`src/design/sbpm_pkg.sv`:
```
// shared types, constants and band lookup for the spectrum band peak meter
`default_nettype none

package sbpm_pkg;

   localparam int BANDS     = 8;
   localparam int BAND_W    = 3;
   localparam int BIN_W     = 9;
   localparam int MAG_W     = 16;
   localparam int SUM_W     = 24;
   localparam int LEVEL_W   = 7;
   localparam int VU_W      = 8;
   localparam int VU_ACC_W  = 10;
   localparam int QUO_BITS  = 6;
   localparam int LEVEL_MAX = 64;
   localparam int HALF_BINS = 512;
   localparam int HB_W      = 13;
   localparam int CSR_IDX_W = 2;
   localparam int CSR_W     = 16;

   // register indexes of the csr port
   localparam logic [CSR_IDX_W-1:0] CSR_DIVIDER   = 2'd0;
   localparam logic [CSR_IDX_W-1:0] CSR_THRESHOLD = 2'd1;
   localparam logic [CSR_IDX_W-1:0] CSR_FADE      = 2'd2;
   localparam logic [CSR_IDX_W-1:0] CSR_VU_LIMIT  = 2'd3;

   // item kinds carried on tuser
   localparam logic CMD_BIN  = 1'b0;
   localparam logic CMD_TICK = 1'b1;

   // band edges, inclusive
   localparam logic [BIN_W:0] BAND_LO [BANDS] = '{5, 21, 46, 76, 121, 181, 221, 271};
   localparam logic [BIN_W:0] BAND_HI [BANDS] = '{20, 45, 75, 120, 170, 220, 270, 512};

   typedef logic [LEVEL_W-1:0] level_type;

   typedef struct packed {
      logic      busy;
      logic      done;
      level_type level;
   } div_rsp_type;

   // returns {hit, band}
   function automatic logic [BAND_W:0] band_of(input logic [BIN_W-1:0] bin);
      logic [BAND_W:0] res;
      res = '0;
      for (int b = BANDS - 1; b >= 0; b--) begin
         if ({1'b0, bin} >= BAND_LO[b] && {1'b0, bin} <= BAND_HI[b]) begin
            res = {1'b1, BAND_W'(b)};
         end
      end
      return res;
   endfunction

endpackage

`default_nettype wire

```
`src/design/sbpm_divider.sv`:
```
// iterative compare-subtract unit giving min(dividend / divisor, 64)
`default_nettype none

module sbpm_divider
   import sbpm_pkg::*;
(
   input  wire logic              clock,
   input  wire logic              reset,
   input  wire logic              start,
   input  wire logic [SUM_W-1:0]  dividend,
   input  wire logic [MAG_W-1:0]  divisor,
   output div_rsp_type            rsp
);

   localparam int DSR_W  = MAG_W + QUO_BITS;
   localparam int STEP_W = $clog2(QUO_BITS + 1);
   localparam logic [STEP_W-1:0] TOP_STEP = STEP_W'(QUO_BITS);

   logic                busy_ff, busy_in;
   logic                done_ff, done_in;
   logic [STEP_W-1:0]   step_ff, step_in;
   logic [SUM_W-1:0]    rem_ff, rem_in;
   logic [DSR_W-1:0]    dsr_ff, dsr_in;
   logic [QUO_BITS-1:0] quo_ff, quo_in;
   level_type           level_ff, level_in;

   logic                ge;
   logic [SUM_W-1:0]    diff;

   assign ge   = rem_ff >= SUM_W'(dsr_ff);
   assign diff = rem_ff - SUM_W'(dsr_ff);

   always_comb begin
      busy_in  = busy_ff;
      done_in  = 1'b0;
      step_in  = step_ff;
      rem_in   = rem_ff;
      dsr_in   = dsr_ff;
      quo_in   = quo_ff;
      level_in = level_ff;
      if (start) begin
         rem_in  = dividend;
         dsr_in  = {divisor, QUO_BITS'(0)};
         step_in = TOP_STEP;
         quo_in  = '0;
         busy_in = 1'b1;
      end else if (busy_ff) begin
         dsr_in  = dsr_ff >> 1;
         step_in = step_ff - STEP_W'(1);
         if (step_ff == TOP_STEP) begin
            // quotient would reach the clamp
            if (ge) begin
               level_in = LEVEL_W'(LEVEL_MAX);
               done_in  = 1'b1;
               busy_in  = 1'b0;
            end
         end else begin
            if (ge) begin
               rem_in = diff;
            end
            quo_in = {quo_ff[QUO_BITS-2:0], ge};
            if (step_ff == '0) begin
               level_in = LEVEL_W'({quo_ff[QUO_BITS-2:0], ge});
               done_in  = 1'b1;
               busy_in  = 1'b0;
            end
         end
      end
   end

   always_ff @(posedge clock) begin
      if (reset) begin
         busy_ff <= 1'b0;
         done_ff <= 1'b0;
      end else begin
         busy_ff <= busy_in;
         done_ff <= done_in;
      end
      step_ff  <= step_in;
      rem_ff   <= rem_in;
      dsr_ff   <= dsr_in;
      quo_ff   <= quo_in;
      level_ff <= level_in;
   end

   assign rsp = '{busy: busy_ff, done: done_ff, level: level_ff};

endmodule

`default_nettype wire

```
`src/design/spectrum_band_peak_meter.sv`:
```
// spectrum band peak meter top level: accumulators, frame sequencer, result stage
// bins and ticks are taken one per cycle while the sequencer is idle
// a frame end starts 8 band divisions, band by band, on the shared compare-subtract
// unit (the level clamps at 64), then the vu step and the 8 result loads: the block is
// ready again once the last result is loaded (later if rsp stalls)
// synchronous active-high reset: sums, peaks and fade counter to zero, registers
// to divider 7000, threshold 2000, fade speed 30, vu limit 144
`default_nettype none

module spectrum_band_peak_meter
   import sbpm_pkg::*;
(
   input  wire logic                 clock,
   input  wire logic                 reset,
   // input stream
   input  wire logic                 req_tvalid,
   output logic                      req_tready,
   input  wire logic [31:0]          req_tdata,   // bin_index[8:0], magnitude[24:9]
   input  wire logic                 req_tuser,   // cmd
   input  wire logic                 req_tlast,   // frame_end
   // result stream
   output logic                      rsp_tvalid,
   input  wire logic                 rsp_tready,
   output logic [31:0]               rsp_tdata,   // band[2:0], level[9:3], peak_level[16:10], vu_level[24:17]
   output logic                      rsp_tlast,   // last
   // configuration writes
   input  wire logic                 csr_we,
   input  wire logic [CSR_IDX_W-1:0] csr_index,
   input  wire logic [CSR_W-1:0]     csr_wdata
);

   // sequencer states
   localparam logic [2:0] S_IDLE      = 3'd0;
   localparam logic [2:0] S_DIV_START = 3'd1;
   localparam logic [2:0] S_DIV_WAIT  = 3'd2;
   localparam logic [2:0] S_VU        = 3'd3;
   localparam logic [2:0] S_EMIT      = 3'd4;

   localparam logic [BAND_W-1:0] LAST_BAND = BAND_W'(BANDS - 1);

   // configuration registers
   logic [MAG_W-1:0] divider_ff, threshold_ff, fade_speed_ff;
   logic [VU_W-1:0]  vu_limit_ff;

   // frame state
   logic [2:0]         state_ff, state_in;
   logic [BAND_W-1:0]  band_ff, band_in;
   logic [SUM_W-1:0]   band_sum_ff [BANDS];
   logic [SUM_W-1:0]   band_sum_in [BANDS];
   level_type          band_peak_ff [BANDS];
   level_type          band_peak_in [BANDS];
   level_type          level_ff [BANDS];
   level_type          level_in [BANDS];
   logic [MAG_W-1:0]   fade_count_ff, fade_count_in;
   logic [VU_ACC_W-1:0] vu_acc_ff, vu_acc_in;
   logic [VU_W-1:0]    vu_ff, vu_in;

   // output register
   logic               rsp_valid_ff, rsp_valid_in;
   logic [BAND_W-1:0]  rsp_band_ff, rsp_band_in;
   level_type          rsp_level_ff, rsp_level_in;
   level_type          rsp_peak_ff, rsp_peak_in;
   logic [VU_W-1:0]    rsp_vu_ff, rsp_vu_in;
   logic               rsp_last_ff, rsp_last_in;

   // input fields
   logic [BIN_W-1:0]   in_bin;
   logic [MAG_W-1:0]   in_mag;
   logic               req_accept;
   logic [BAND_W:0]    hit_band;
   logic [BAND_W-1:0]  bidx;
   logic               in_range;
   logic [MAG_W-1:0]   mag_eff;
   logic [SUM_W:0]     sum_add;
   logic [VU_W-1:0]    vu_quarter;

   div_rsp_type        div_rsp;
   logic               div_start;

   assign in_bin     = req_tdata[BIN_W-1:0];
   assign in_mag     = req_tdata[BIN_W+MAG_W-1:BIN_W];
   assign req_tready = (state_ff == S_IDLE);
   assign req_accept = req_tvalid && req_tready;

   // band decode, noise gate and saturating add for the incoming bin
   assign hit_band = band_of(in_bin);
   assign bidx     = hit_band[BAND_W-1:0];
   assign in_range = HB_W'(in_bin) < HB_W'(HALF_BINS);
   assign mag_eff  = (in_mag > threshold_ff) ? in_mag : '0;
   assign sum_add  = {1'b0, band_sum_ff[bidx]} + (SUM_W + 1)'(mag_eff);

   assign vu_quarter = VU_W'(vu_acc_ff >> 2);

   // divisions always take band 0; the sums rotate down as each band finishes
   assign div_start = (state_ff == S_DIV_START);

   sbpm_divider u_div (
      .clock    (clock),
      .reset    (reset),
      .start    (div_start),
      .dividend (band_sum_ff[0]),
      .divisor  (divider_ff),
      .rsp      (div_rsp)
   );

   always_comb begin
      state_in      = state_ff;
      band_in       = band_ff;
      fade_count_in = fade_count_ff;
      vu_acc_in     = vu_acc_ff;
      vu_in         = vu_ff;
      band_sum_in   = band_sum_ff;
      band_peak_in  = band_peak_ff;
      level_in      = level_ff;

      rsp_valid_in  = rsp_valid_ff && !rsp_tready;
      rsp_band_in   = rsp_band_ff;
      rsp_level_in  = rsp_level_ff;
      rsp_peak_in   = rsp_peak_ff;
      rsp_vu_in     = rsp_vu_ff;
      rsp_last_in   = rsp_last_ff;

      unique case (state_ff)
         S_IDLE: begin
            if (req_accept) begin
               if (req_tuser == CMD_TICK) begin
                  // peak fade on tick
                  if (fade_count_ff >= fade_speed_ff) begin
                     for (int b = 0; b < BANDS; b++) begin
                        if (band_peak_ff[b] != '0) begin
                           band_peak_in[b] = band_peak_ff[b] - LEVEL_W'(1);
                        end
                     end
                     fade_count_in = MAG_W'(1);
                  end else begin
                     fade_count_in = fade_count_ff + MAG_W'(1);
                  end
               end else begin
                  if (hit_band[BAND_W] && in_range) begin
                     band_sum_in[bidx] = sum_add[SUM_W] ? '1 : sum_add[SUM_W-1:0];
                  end
                  if (req_tlast) begin
                     band_in   = '0;
                     vu_acc_in = '0;
                     state_in  = S_DIV_START;
                  end
               end
            end
         end
         S_DIV_START: begin
            state_in = S_DIV_WAIT;
         end
         S_DIV_WAIT: begin
            if (div_rsp.done) begin
               level_in[band_ff] = div_rsp.level;
               if (div_rsp.level >= band_peak_ff[band_ff]) begin
                  band_peak_in[band_ff] = div_rsp.level;
               end
               vu_acc_in = vu_acc_ff + VU_ACC_W'(div_rsp.level);
               // rotate sums down, clearing the top
               for (int b = 0; b < BANDS - 1; b++) begin
                  band_sum_in[b] = band_sum_ff[b+1];
               end
               band_sum_in[BANDS-1] = '0;
               if (band_ff == LAST_BAND) begin
                  state_in = S_VU;
               end else begin
                  band_in  = band_ff + BAND_W'(1);
                  state_in = S_DIV_START;
               end
            end
         end
         S_VU: begin
            vu_in    = (vu_quarter > vu_limit_ff) ? vu_limit_ff : vu_quarter;
            band_in  = '0;
            state_in = S_EMIT;
         end
         S_EMIT: begin
            // load the next result whenever the output register frees up
            if (!rsp_valid_ff || rsp_tready) begin
               rsp_valid_in = 1'b1;
               rsp_band_in  = band_ff;
               rsp_level_in = level_ff[band_ff];
               rsp_peak_in  = band_peak_ff[band_ff];
               rsp_vu_in    = vu_ff;
               rsp_last_in  = (band_ff == LAST_BAND);
               if (band_ff == LAST_BAND) begin
                  state_in = S_IDLE;
               end else begin
                  band_in = band_ff + BAND_W'(1);
               end
            end
         end
         default: begin
            state_in = S_IDLE;
         end
      endcase
   end

   // configuration registers
   always_ff @(posedge clock) begin
      if (reset) begin
         divider_ff    <= MAG_W'(7000);
         threshold_ff  <= MAG_W'(2000);
         fade_speed_ff <= MAG_W'(30);
         vu_limit_ff   <= VU_W'(144);
      end else if (csr_we) begin
         unique case (csr_index)
            CSR_DIVIDER:   divider_ff    <= csr_wdata;
            CSR_THRESHOLD: threshold_ff  <= csr_wdata;
            CSR_FADE:      fade_speed_ff <= csr_wdata;
            CSR_VU_LIMIT:  vu_limit_ff   <= csr_wdata[VU_W-1:0];
            default: ;
         endcase
      end
   end

   always_ff @(posedge clock) begin
      if (reset) begin
         state_ff      <= S_IDLE;
         band_ff       <= '0;
         fade_count_ff <= '0;
         rsp_valid_ff  <= 1'b0;
         for (int b = 0; b < BANDS; b++) begin
            band_sum_ff[b]  <= '0;
            band_peak_ff[b] <= '0;
         end
      end else begin
         state_ff      <= state_in;
         band_ff       <= band_in;
         fade_count_ff <= fade_count_in;
         rsp_valid_ff  <= rsp_valid_in;
         band_sum_ff   <= band_sum_in;
         band_peak_ff  <= band_peak_in;
      end
      vu_acc_ff    <= vu_acc_in;
      vu_ff        <= vu_in;
      level_ff     <= level_in;
      rsp_band_ff  <= rsp_band_in;
      rsp_level_ff <= rsp_level_in;
      rsp_peak_ff  <= rsp_peak_in;
      rsp_vu_ff    <= rsp_vu_in;
      rsp_last_ff  <= rsp_last_in;
   end

   assign rsp_tvalid = rsp_valid_ff;
   assign rsp_tlast  = rsp_last_ff;
   assign rsp_tdata  = {7'b0, rsp_vu_ff, rsp_peak_ff, rsp_level_ff, rsp_band_ff};

   // no input while the divider is still working
   a_ready_div_idle: assert property (@(posedge clock) disable iff (reset)
      req_tready |-> !div_rsp.busy)
      else $error("input ready while division in progress");

   // a division result only arrives while the sequencer waits for it
   a_done_in_wait: assert property (@(posedge clock) disable iff (reset)
      div_rsp.done |-> (state_ff == S_DIV_WAIT))
      else $error("division result outside wait state");

   // a held peak never sits below the level it was updated with, and no level passes the clamp
   a_peak_ge_level: assert property (@(posedge clock) disable iff (reset)
      rsp_valid_ff |-> (rsp_peak_ff >= rsp_level_ff) &&
                       (rsp_level_ff <= LEVEL_W'(LEVEL_MAX)))
      else $error("result level above peak or clamp");

endmodule

`default_nettype wire

```
`config.mk`:
```
export PLATFORM = sky130hd
export DESIGN_NAME = spectrum_band_peak_meter
export DESIGN_NICKNAME = d
export VERILOG_FILES = /design/src/design/sbpm_pkg.sv /design/src/design/sbpm_divider.sv /design/src/design/spectrum_band_peak_meter.sv
export SDC_FILE = /design/constraint.sdc
export NUM_CORES = 1
export LEC_CHECK = 0
export ABC_AREA = 0
export BUFFER_PORTS_ARGS = -buffer_cell sky130_fd_sc_hd__buf_2
export CORE_ASPECT_RATIO = 1.2
export CORE_MARGIN = 2
export CORE_UTILIZATION = 50
export DETAILED_ROUTE_END_ITERATION = 7
export PLACE_DENSITY = 0.66
export SLEW_MARGIN = 5
export SYNTH_ARGS = -nofsm -noshare
export SYNTH_HDL_FRONTEND = slang
export SYNTH_SLANG_ARGS = --single-unit
```
`constraint.sdc`:
```
create_clock -name clock -period 6.7 [get_ports clock]
set_input_delay 1.675 -clock clock [delete_from_list [all_inputs] [get_ports clock]]
set_output_delay 1.675 -clock clock [all_outputs]
set_load 0.02 [all_outputs]
```
Word-level counts from Yosys, hierarchy flattened

Cells that the tools add are included.

Bits in registers: 490
Input port bits: 57
Output and inout bits: 35
Word-level logic and storage cells: 260

Add/subtract/negate cells: 14
$lt $le $gt $ge: 25
Eq/ne operators: 29
Multiplexer cells: 86
Bitwise logic cells: 5
Reduce and logical (&&, ||, !) cells: 54

Operator list:

| operator                                                                | number |
|---|---|
| 192-bit 2-to-1 mux                                                      | 4 |
| 192-bit one-hot mux with 2 select lines                                 | 1 |
| 56-bit 2-to-1 mux                                                       | 5 |
| 192-bit bitwise mux                                                     | 1 |
| 24-bit 2-to-1 mux                                                       | 8 |
| 56-bit bitwise mux                                                      | 2 |
| 7-bit 2-to-1 mux                                                        | 16 |
| 56-bit one-hot mux with 2 select lines                                  | 1 |
| 24-bit binary-select mux with 3-bit select                              | 1 |
| 24-bit demux with 3-bit select                                          | 1 |
| 7-bit AND reduction                                                     | 8 |
| 7-bit nonzero test                                                      | 8 |
| 7-bit by 1-bit subtractor with 7-bit output, second input constant      | 8 |
| 22-bit 2-to-1 mux                                                       | 2 |
| 7-bit binary-select mux with 3-bit select                               | 2 |
| 10-bit 2-to-1 mux                                                       | 4 |
| 3-bit 2-to-1 mux                                                        | 12 |
| 16-bit 2-to-1 mux                                                       | 2 |
| 4-bit 2-to-1 mux                                                        | 8 |
| 2-bit by 1-bit inequality test with 1-bit output, second input constant | 15 |
| 24-bit by 16-bit adder with 25-bit output                               | 1 |
| 24-bit by 22-bit >= comparator with 1-bit output                        | 1 |
| 24-bit by 22-bit subtractor with 24-bit output                          | 1 |
| 7-bit demux with 3-bit select                                           | 1 |
| 49 further kinds                                                        | 100 |

Depth between registers and ports, before layout

Gate-level depths: netlist of the first run.

Depth in word-level cells: 21
Gate-level depth with buffers: 26
Depth with buffers taken out: 24

Cells and area by module

A second synthesis of the first run with hierarchy kept.

Cell total of the unflattened synthesis: 2982
Area, all modules: 26055.0 µm²

Modules (own cells, without submodules):

| module                   | instances | cells an instance | area each (µm²) | sequential area each (µm²) |
|---|---|---|---|---|
| spectrum_band_peak_meter | 1         | 2529              | 21996.1         | 9549.2 |
| sbpm_divider             | 1         | 453               | 4058.9          | 1731.7 |

Worst setup path before layout of the first run

OpenSTA, ideal clock, no wires.

Kind: input -> register
From: input port req_tdata[4]
To: register band_sum_ff[10] (netlist bit)
Library setup time: 0.065 ns
Data arrival time: 6.058 ns
Required time: 6.635 ns
Path slack: 0.577 ns
Stages on the path: 21
Buffers on the path: 3
Cell sequence: or4_4 -> o21ai_2 -> clkbuf_1 -> o22a_1 -> o221ai_1 -> or3_1 -> nor2_1 -> inv_1 -> fa_1 -> nand2b_1 -> a21oi_1 -> o21ai_0 -> o31ai_1 -> nand4_1 -> a21oi_1 -> and4_1 -> buf_4 -> buf_12 -> nor2_8 -> a2bb2oi_2 -> nor2_1

Cells in the longest elaborated chain, start to end: 21
Elaborated cells between the ends (all ways): 50
Those cells by class: 1 x add/sub; 18 x order compare; 1 x eq/ne; 19 x mux; 1 x bitwise; 10 x reduce/logical

RTL lines:

| what                                                                                   | line                                                            | source |
|---|---|---|
| from (decl)                                                                            | spectrum_band_peak_meter.sv:18                                  | `input wire logic [31:0] req_tdata,` |
| 9-bit by 10-bit <= comparator with 1-bit output or 9-bit >= comparator (tied branches) | sbpm_pkg.sv:48                                                  | `if ({1'b0, bin} >= BAND_LO[b] && {1'b0, bin} <= BAND_HI[b]) begin` |
| 1-bit logical AND                                                                      | sbpm_pkg.sv:48                                                  |  |
| 4-bit 2-to-1 mux (7 in a row)                                                          | sbpm_pkg.sv:48                                                  |  |
| 4-bit 2-to-1 mux *                                                                     | sbpm_pkg.sv:48                                                  |  |
| 3-bit NOT with 4-bit output                                                            | spectrum_band_peak_meter.sv:90, spectrum_band_peak_meter.sv:140 |  |
| 24-bit binary-select mux with 3-bit select                                             | spectrum_band_peak_meter.sv:90                                  | `assign sum_add = {1'b0, band_sum_ff[bidx]} + (SUM_W + 1)'(mag_eff);` |
| 24-bit 2-to-1 mux (implied by the code) (2 in a row)                                   | spectrum_band_peak_meter.sv:90                                  |  |
| 24-bit by 16-bit adder with 25-bit output                                              | spectrum_band_peak_meter.sv:90                                  |  |
| 24-bit 2-to-1 mux                                                                      | spectrum_band_peak_meter.sv:140                                 | `band_sum_in[bidx] = sum_add[SUM_W] ? '1 : sum_add[SUM_W-1:0];` |
| 192-bit bitwise mux                                                                    | spectrum_band_peak_meter.sv:140                                 |  |
| 192-bit 2-to-1 mux                                                                     | spectrum_band_peak_meter.sv:139                                 | `if (hit_band[BAND_W] && in_range) begin` |
| 192-bit 2-to-1 mux                                                                     | spectrum_band_peak_meter.sv:126                                 | `if (req_tuser == CMD_TICK) begin` |
| 192-bit 2-to-1 mux                                                                     | spectrum_band_peak_meter.sv:125                                 | `if (req_accept) begin` |
| 192-bit one-hot mux with 2 select lines                                                | spectrum_band_peak_meter.sv:123                                 | `unique case (state_ff)` |
| to (signal assigned)                                                                   | spectrum_band_peak_meter.sv:233                                 | `band_sum_ff <= band_sum_in;` |
| to (decl)                                                                              | spectrum_band_peak_meter.sv:48                                  | `logic [SUM_W-1:0] band_sum_ff [BANDS];` |

Mark *: on every way between the ends. The rest lies on a longest branch, timed or not. The select of a mux whose other input is x is not followed.
A chain may end at the register's enable or synchronous reset.

Worst setup path in the final report of the first run

From: input port req_tdata[3]
To: register band_sum_ff[2] (netlist bit)

Same word-level chain as after synthesis.

==> run_results.csv, run 1 <==
group,metric,value,unit
outcome,status,"completed",
finish,drive_above_1_share,0.119,
synth,synth_cell_types,91,
sta,fin_crit_sh,0.907,
placement,port_buffers,77,
drt,dr.pass1.iters,6,
synth,yosysMostFrequentCell,"a21oi_1",
sta,setup_viol,0,
finish,diodes,0,
sta,final.setup.tns,0,ps
sta,rsz0062_at_grt,"no",
clock_network,ctsHoldBuffers,0,
synth,yosysTopAreaCell,"dfxtp_1",
global_routing,grt_start_max_net_pins,119,
die,die-area,0.0524,sq mm
job,drv_cap,0,
drt,post_drt_wl_per_cell,22.5,um
sta,tightest_slew,1340,ps
finish,syn_to_final_growth,11.9,%
sta,relSlewSlack,0.104,
drt,wirelength,79.2,mm
clock_network,cts-resized-gates,0,
clock_network,clock_latency,630,ps
sta,hold_viol,0,
worst_setup_path,crit_type,"in2reg",
synth,async_flop_share,0,
worst_setup_path,crit_slowest_cell,"nor4_1",
synth,ys_seq_area_frac,0.446,
placement,numPlacedInstances,3431,
worst_setup_path,required,7170,ps
sta,worst_slack,623,ps
synth,synth_area,0.0253,sq mm
worst_setup_path,max_stage_delay,690,ps
global_routing,grt_pass1_vias,22200,
worst_setup_path,crit_buf_inv,4,
finish,num-nets-final,3005,
pwr,ir_worst_vdd,0.243,mV
worst_setup_path,cp.arrival,6540,ps
clock_network,cts_root_buf,"clkbuf_16",
die,ios,92,
finish,n_fill_cell,4424,
die,initial_core_util,0.505,
placement,pre_cts_ws,71.6,ps
drt,routed_via_density,6.49,
clock_network,h-tree-depth,2,
placement,gp_congestion,0.971,
synth,syn_avg_cell_area,9.03,sq um
global_routing,antenna_found_initial,0,
pwr,leakage,0.0107,uW
clock_network,cts_buffers,50,
worst_hold_path,hp-class,"reg2reg",
sta,whs,420,ps
drt,num_vias,22900,
die,row_count,90,
drt,ant_nets,0,
clock_network,postCtsSetupRepairBufs,0,
drt,drt_iter0_drc,2047,
global_routing,grt_usage,0.295,
synth,yosys_warnings,0,
clock_network,ctsLongestPathBuffers,3,
sta,timing.fmax,165,MHz
placement,dp_hpwl,53.3,mm
synth,synthTopCellsByCount,"a21oi_1 (354), dfxtp_1 (343), nand2_1 (239), nor2_1 (226), o221ai_1 (163)",
global_routing,grt_pass1_wl,123,mm
global_routing,grt_overflow,0,
drt,drc,0,
worst_setup_path,cp-start-kind,"input pin",
sta,finClkSkew,26.4,ps
die,die_w,209,um
synth,yosysTopAreaCellShare,0.271,
sta,period_minus_slack,6080,ps
synth,synth_cells,2804,
die,die-height,250,um
synth,synth_seq_cells,490,
synth,synth_ff_type,"dfxtp_1",
sta,maxSlewViolCount,0,
clock_network,clkSinkCount,490,
finish,finalNonFillerCells,3524,
worst_setup_path,cp_top_family,"simple AND/OR/NAND/NOR gates",
synth,synth_area_leaders,"dfxtp_1 (27%), edfxtp_1 (17%), a21oi_1 (7.0%)",
worst_setup_path,cp_max_fo,15,
clock_network,clk_pin_slew,60,ps
die,core,0.0501,sq mm
clock_network,tritoncts,"done",
pwr,powerDensity,265,mW/mm^2
worst_setup_path,path_cells,"buf_2, or3_1, nand4_1, and2_1, buf_4, o21ai_0, nor4_1, ha_1, o211ai_1, nand2_1, o21ai_0, o31ai_1, buf_4, nand4_1, a21oi_1, and4_2, buf_12, a21oi_2, a2bb2oi_1, nor2_1",
worst_setup_path,cp-end-kind,"flop",
synth,synth-edff-count,147,
==> worst paths after layout <==
check | start | to | slack (ps) | depth (start not counted)
max | req_tdata[3] | band_sum_ff[2] | 620 | 20
min | vu_ff[5] | rsp_vu_ff[5] | 420 | 0
max reg2reg | threshold_ff[1] | band_sum_ff[2] | 1750 | 24
min reg2reg | vu_ff[5] | rsp_vu_ff[5] | 420 | 0
==> metrics by stage <==
stage                     instance area, sq um  utilization  total power [uW]
after CTS                                28300        0.565              7500
after detailed placement                 26700        0.532              4670
after floorplan                          25300            -              4270
final                                    28300        0.565              7490
after global placement                   26700        0.532              4620
after global routing                     28300        0.565              7760
==> area by class of cell <==
class | count | area (sq um) | area share
Inverter | 126 | 478 | 0.0169
Clock buffer | 71 | 1420 | 0.0502
Clock inverter | 22 | 238 | 0.00840
Tap cell | 644 | 806 | 0.0285
Sequential cell | 490 | 11300 | 0.398
Timing Repair Buffer | 177 | 1200 | 0.0424
Multi-Input combinational cell | 1994 | 12900 | 0.455
==> power breakdown <==
part / total (uW) / internal (uW) / switching (uW)
Combinational: 1340 / 502 / 839
Sequential: 3290 / 3200 / 89.5
Clock: 2850 / 1610 / 1250
Total: 7490 / 5320 / 2170
==> kinds of logic after synthesis <==
kind of cell	after synthesis	synth area share
buf+inv	326	0.0514
compound gates	994	0.263
fa+ha+maj	109	0.0548
mux	14	0.00573
xor+xnor	67	0.0232
simple gates	803	0.156
other cells	1	0.000148
flops	490	0.446
==> cells in the final DEF (no fill, tap or decap), drive strengths merged, types with 14 or more instances in the layout <==
| master | Yosys | final |
|---|---|---|
| and3 | 17 | 17 |
| clkbuf | 161 | 71 |
| a21o | 26 | 26 |
| or3 | 15 | 15 |
| nand3 | 59 | 59 |
| a31oi | 18 | 18 |
| inv | 126 | 128 |
| nand2b | 28 | 28 |
| dfxtp | 343 | 343 |
| o22ai | 49 | 49 |
| nand4 | 24 | 24 |
| xor2 | 32 | 32 |
| buf | 39 | 177 |
| a22oi | 58 | 58 |
| a21oi | 355 | 355 |
| o21ai | 134 | 134 |
| and2 | 31 | 31 |
| ha | 106 | 106 |
| nor4 | 27 | 27 |
| a211oi | 31 | 31 |
| edfxtp | 147 | 147 |
| nand2 | 239 | 239 |
| o221ai | 163 | 163 |
| clkinv | 0 | 14 |
| a2bb2oi | 14 | 14 |
| o22a | 16 | 16 |
| o211ai | 25 | 25 |
| or2 | 14 | 14 |
| nor3 | 50 | 50 |
| nor2 | 244 | 244 |
| xnor2 | 35 | 35 |
==> sequential cells by signal, summed over array words and instances (netlist names), 10 cells and up <==
register,flops
band_sum_ff,192
band_peak_ff,56
level_ff,56
u_div.rem_ff,24
u_div.dsr_ff,22
divider_ff,16
fade_count_ff,16
fade_speed_ff,16
threshold_ff,16
vu_acc_ff,10
==> routing by layer <==
layer	share of wire	vias to the layer above	track usage
met4	0.069	0	0.182
li1	-	10600	-
met5	0	-	0
met3	0.070	315	0.0392
met1	0.38	10900	0.352
met2	0.48	1074	0.506
No activity file was read; power rests on OpenSTA's default activity.
==> inputs of run 2 (changes only) <==
--- a/config.mk
+++ b/config.mk
@@ -10,9 +10,10 @@
 export CORE_ASPECT_RATIO = 1.2
 export CORE_MARGIN = 2
 export CORE_UTILIZATION = 50
+export CTS_BUF_LIST = sky130_fd_sc_hd__clkbuf_8 sky130_fd_sc_hd__clkbuf_16
 export DETAILED_ROUTE_END_ITERATION = 7
 export PLACE_DENSITY = 0.66
-export SLEW_MARGIN = 5
+export SLEW_MARGIN = 20
 export SYNTH_ARGS = -nofsm -noshare
 export SYNTH_HDL_FRONTEND = slang
 export SYNTH_SLANG_ARGS = --single-unit
==> run_results.csv, run 2 (synthesized netlist as in run 1, its figures left out) <==
group,metric,value,unit
pwr,sw_frac_of_total,0.291,
global_routing,antenna_found_initial,0,
die,ios,92,
pwr,powerDensity,264,mW/mm^2
sta,fin_crit_sh,0.909,
clock_network,clkSinkCount,490,
worst_setup_path,cp.arrival,6560,ps
clock_network,tritoncts,"done",
global_routing,grt_overflow,0,
sta,relSlewSlack,0.268,
drt,post_drt_wl_per_cell,22.5,um
die,die_w,209,um
outcome,status,"completed",
worst_setup_path,required,7170,ps
sta,tightest_slew,1100,ps
die,core,0.0501,sq mm
clock_network,clock_latency,630,ps
drt,met2_length,37.8,mm
finish,reg_top3,"band_sum_ff x192, band_peak_ff x56, level_ff x56",
clock_network,cts-resized-gates,0,
clock_network,cts_root_buf,"clkbuf_16",
finish,drive_above_1_share,0.119,
finish,regMostFlops,"band_sum_ff",
die,die-area,0.0524,sq mm
clock_network,h-tree-depth,2,
pwr,p_int,5300,uW
placement,port_buffers,77,
worst_setup_path,crit_type,"in2reg",
clock_network,cts_buffers,50,
pwr,pwr-share-seq,0.441,
finish,largest_register_ffs,192,
finish,n_fill_cell,4425,
global_routing,grt_pass1_wl,123,mm
placement,dp_hpwl,53.3,mm
sta,finClkSkew,27.5,ps
clock_network,clk_pin_slew,60,ps
pwr,leakage,0.0107,uW
finish,fin_util,0.565,
die,row_count,90,
worst_hold_path,hp-class,"reg2reg",
sta,final.setup.tns,0,ps
drt,routed_via_density,6.48,
sta,setup_viol,0,
worst_setup_path,max_stage_delay,700,ps
finish,layout_commonest_cell,"a21oi_1",
drt,wirelength,79.2,mm
finish,diodes,0,
drt,ant_nets,0,
drt,dr.pass1.iters,5,
finish,num-nets-final,3005,
die,initial_core_util,0.505,
worst_setup_path,cp_max_fo,15,
pwr,clkPwrFrac,0.379,
job,drv_cap,0,
global_routing,grt_start_max_net_pins,119,
sta,maxSlewViolCount,0,
worst_setup_path,path_cells,"buf_2, or3_1, nand4_1, and2_1, buf_4, o21ai_0, nor4_1, ha_1, o211ai_1, nand2_1, o21ai_0, o31ai_1, buf_4, nand4_1, a21oi_1, and4_2, buf_12, a21oi_2, a2bb2oi_1, nor2_1",
pwr,p_sw,2170,uW
pwr,ir_worst_vdd,0.245,mV
finish,mostFrequentLayoutCells,"a21oi_1 (347), dfxtp_1 (343), nand2_1 (237)",
clock_network,ctsLongestPathBuffers,3,
worst_setup_path,cp-start-kind,"input pin",
worst_setup_path,cp-end-kind,"flop",
sta,rsz0062_at_grt,"no",
global_routing,grt_usage,0.295,
drt,routed.top_layer,"met4",
worst_setup_path,reg2reg_slack,1750,ps
pwr,comb_power_share,0.179,
finish,syn_to_final_growth,11.9,%
sta,timing.fmax,164,MHz
clock_network,postCtsSetupRepairBufs,0,
finish,final_area,0.0283,sq mm
drt,wl_met3,5.33,mm
drt,num_vias,22800,
drt,drc,0,
sta,whs,420,ps
worst_setup_path,crit_slowest_cell,"nor4_1",
drt,drt_iter0_drc,2033,
placement,gp_congestion,0.971,
drt,wl_met1,30.8,mm
clock_network,ctsHoldBuffers,0,
global_routing,grt_pass1_vias,22200,
placement,dpl_cell_area,0.0267,sq mm
sta,hold_viol,0,
die,die-height,250,um
sta,period_minus_slack,6090,ps
## run 2: cell count changes in the layout (fill, tap and decap cells not counted)
cell	change
clkbuf_1	-13
buf_6	+1
inv_1	+13
buf_4	-1
nor2_1	-1
nor2_2	+1
## run 2: power groups by stage
stage / clock [uW] / combinational (uW) / sequential [uW]
3_3_place_gp: 0 / 1280 / 3350
4_1_cts: 2860 / 1320 / 3290
3_5_place_dp: 0 / 1320 / 3350
2_1_floorplan: 0 / 937 / 3330
6_report: 2830 / 1340 / 3290
5_1_grt: 2970 / 1470 / 3300
## run 2: worst paths after layout
check	cells past startpoint	startpoint	end
worst min-delay path	0	vu_ff[5]	rsp_vu_ff[5]
worst max register to register	24	threshold_ff[1]	band_sum_ff[2]
worst max-delay path	20	req_tdata[3]	band_sum_ff[2]
worst min register to register	0	vu_ff[5]	rsp_vu_ff[5]
## run 2: worst max-delay path, delay by kind of cell
kind | cells | cell delay (ps)
buffers and inverters | 4 | 910
AND/OR/NAND/NOR | 8 | 2220
adder cells (fa/ha/maj) | 1 | 410
AO/OA/AOI/OAI | 7 | 1290
## run 2: per-layer routing
| metal | vias to the layer above | GRT usage |
|---|---|---|
| met4 | 0 | 0.182 |
| met2 | 1050 | 0.506 |
| met5 | - | 0 |
| met1 | 10900 | 0.352 |
| li1 | 10600 | - |
| met3 | 304 | 0.0392 |
## run 2: cell type report
class                      instances  area (sq um)  area share
clock buffer                      58          1370      0.0485
inverter                         126           478      0.0169
multi-input combinational       1994         12900       0.455
sequential                       490         11300       0.398
timing repair buffer             177          1200      0.0426
tap                              644           806      0.0285
clock inverter                    35           287      0.0101
## run 2: through the flow
stage,setup slack [ps],power (uW),std cells
floorplan,577,4270,2810
global placement,108,4620,3431
detailed placement,71.6,4670,3431
CTS,678,7480,3524
global route,362,7740,3524
finish,608,7470,3524
==> inputs of run 3 (changes only) <==
--- a/config.mk
+++ b/config.mk
@@ -12,7 +12,7 @@
 export CORE_UTILIZATION = 50
 export CTS_BUF_LIST = sky130_fd_sc_hd__clkbuf_8 sky130_fd_sc_hd__clkbuf_16
 export DETAILED_ROUTE_END_ITERATION = 7
-export PLACE_DENSITY = 0.66
+export PLACE_DENSITY = 0.68
 export SLEW_MARGIN = 20
 export SYNTH_ARGS = -nofsm -noshare
 export SYNTH_HDL_FRONTEND = slang
==> constraint.sdc (replaced) <==
create_clock -name clock -period 5.08 [get_ports clock]
set_input_delay 1.27 -clock clock [delete_from_list [all_inputs] [get_ports clock]]
set_output_delay 1.27 -clock clock [all_outputs]
set_load 0.02 [all_outputs]
==> run_results.csv, run 3 (synthesized netlist as in run 1, its figures left out) <==
group,metric,value,unit
outcome,status,"complete, but fails checks",
outcome,violations,"negative setup slack",
die,initial_core_util,0.505,
die,die-height,250,um
clock_network,clock_latency,620,ps
job,drv_cap,0,
sta,hold_viol,0,
clock_network,cts_buffers,51,
sta,finClkSkew,24.3,ps
global_routing,grt_start_max_net_pins,111,
sta,fin_crit_sh,1.02,
worst_setup_path,cpMostUsedCell,"buf_4",
worst_setup_path,required,5590,ps
global_routing,antenna_found_initial,0,
sta,final.setup.tns,-2390,ps
worst_setup_path,crit_slowest_cell,"or4_4",
pwr,ir_worst_vdd,0.411,mV
global_routing,grt_overflow,0,
sta,timing.fmax,193,MHz
sta,setup_viol,54,
drt,dr.pass1.iters,6,
placement,gp_congestion,0.950,
worst_setup_path,r2r_end,"band_sum_ff[1]",
worst_hold_path,hp-class,"reg2reg",
worst_setup_path,startpoint,"req_tdata[5]",
finish,mostFrequentLayoutCells,"dfxtp_1 (343), a21oi_1 (237), nand2_1 (234)",
clock_network,clkSinkCount,490,
drt,drc,0,
clock_network,cts_root_buf,"clkbuf_16",
die,die_w,209,um
finish,num-nets-final,3133,
worst_setup_path,cp_num_cells,18,
worst_setup_path,crit_type,"in2reg",
finish,diodes,0,
drt,post_drt_wl_per_cell,22.7,um
finish,largest_register_ffs,192,
finish,drive_above_1_share,0.216,
finish,syn_to_final_growth,20.0,%
clock_network,ctsLongestPathBuffers,3,
worst_setup_path,cp_max_fo,6,
finish,reg_top3,"band_sum_ff x192, band_peak_ff x56, level_ff x56",
clock_network,ctsHoldBuffers,0,
worst_setup_path,max_stage_delay,560,ps
drt,drt_iter0_drc,2417,
placement,port_buffers,77,
pwr,leakage,0.0115,uW
worst_setup_path,rr_worst_depth,26,
worst_setup_path,cp-end-kind,"flop",
drt,num_vias,23800,
drt,ant_nets,0,
global_routing,grt_pass1_wl,127,mm
global_routing,grt_pass1_vias,22900,
worst_setup_path,cp.arrival,5700,ps
sta,worst_slack,-114,ps
finish,regMostFlops,"band_sum_ff",
clock_network,tritoncts,"done",
drt,wirelength,82.8,mm
global_routing,grt_usage,0.304,
die,die-area,0.0524,sq mm
worst_setup_path,reg2reg_from,"threshold_ff[1]",
worst_setup_path,crit_buf_inv,4,
finish,n_fill_cell,4165,
clock_network,h-tree-depth,2,
pwr,powerDensity,341,mW/mm^2
placement,dp_hpwl,54.7,mm
die,ios,92,
sta,period_minus_slack,5190,ps
clock_network,clk_pin_slew,70,ps
sta,rsz0062_at_grt,"yes",
finish,layout_commonest_cell,"dfxtp_1",
die,core,0.0501,sq mm
worst_setup_path,cp_top_family,"simple AND/OR/NAND/NOR gates",
worst_setup_path,critPathCapture,"band_sum_ff[47]",
sta,tightest_slew,1320,ps
sta,relSlewSlack,0.114,
worst_setup_path,reg2reg_slack,440,ps
placement,pre_cts_ws,-1000,ps
worst_setup_path,path_cells,"buf_6, or4_4, buf_4, or3_4, and2_4, buf_4, o22ai_4, nor4_4, ha_1, or4_4, buf_4, o31ai_4, a21bo_2, a21oi_2, nor2b_4, nand4_1, mux2_4, a2111oi_2",
drt,routed_via_density,6.51,
worst_setup_path,cp-start-kind,"input pin",
sta,maxSlewViolCount,0,
die,row_count,90,
-- run 3: layout make-up --
class	count	area, sq um	share of cell area
Multi-Input combinational cell	1995	13700	0.453
Clock inverter	39	414	0.0136
Sequential cell	490	11300	0.371
Inverter	126	478	0.0157
Clock buffer	56	1360	0.0447
Timing Repair Buffer	303	2290	0.0754
Tap cell	644	806	0.0265
-- run 3: worst register-to-register path: stages, from the launching register on --
cell,delay [ps]
dfxtp_1,330
inv_1,50
ha_1,280
nor2b_1,140
o21a_1,110
o21ai_0,70
nand2b_1,70
a21oi_1,60
o21ai_0,150
a21oi_1,90
a31oi_1,200
and2_2,240
ha_2,230
inv_2,40
fa_2,370
nand2b_4,170
a21oi_4,130
o21ai_2,100
o31ai_4,340
buf_4,180
nand4_1,120
a21oi_2,170
and4_4,330
buf_12,220
nor2b_4,120
a2bb2oi_1,160
nor2_1,100
-- run 3: how the worst min path moves through the flow --
stage | to | startpoint | cells after the start | slack, ps
floorplan | rsp_vu_ff[0] | vu_ff[0] | 0 | 400
global placement | rsp_vu_ff[2] | vu_ff[2] | 0 | 400
detailed placement | rsp_vu_ff[3] | vu_ff[3] | 0 | 400
CTS | rsp_vu_ff[3] | vu_ff[3] | 0 | 420
global route | rsp_vu_ff[1] | vu_ff[1] | 0 | 420
finish | rsp_vu_ff[3] | vu_ff[3] | 0 | 420
-- run 3: stage by stage --
stage	instances	instance area, sq um	power (uW)	utilization	hold slack (ps)
6_report	3653	30400	10400	0.606	418
5_1_grt	3653	30400	10700	0.606	424
4_1_cts	3635	29500	10200	0.589	419
3_5_place_dp	3538	27600	6270	0.551	405
3_3_place_gp	3538	27600	6210	0.551	402
2_1_floorplan	2810	25500	5670	-	400
-- run 3: repair_timing --
item	4_1_cts	5_1_grt
setup buffers	1	18
resized for setup	18	179
pin swaps	3	87
cloned	1	1
endpoints found under the setup margin	181	183
-- run 3: per-layer routing --
layer | track usage | wire length, um | up-vias
li1 | - | - | 10800
met1 | 0.368 | 31800 | 11400
met2 | 0.509 | 39000 | 1244
met3 | 0.0446 | 6440 | 358
met4 | 0.189 | 5510 | 0
met5 | 0 | 0 | -
-- run 3: power by group --
group	internal (uW)	switching, uW	total, uW
clock network	2290	1670	3960
registers	4230	143	4370
logic	810	1220	2030
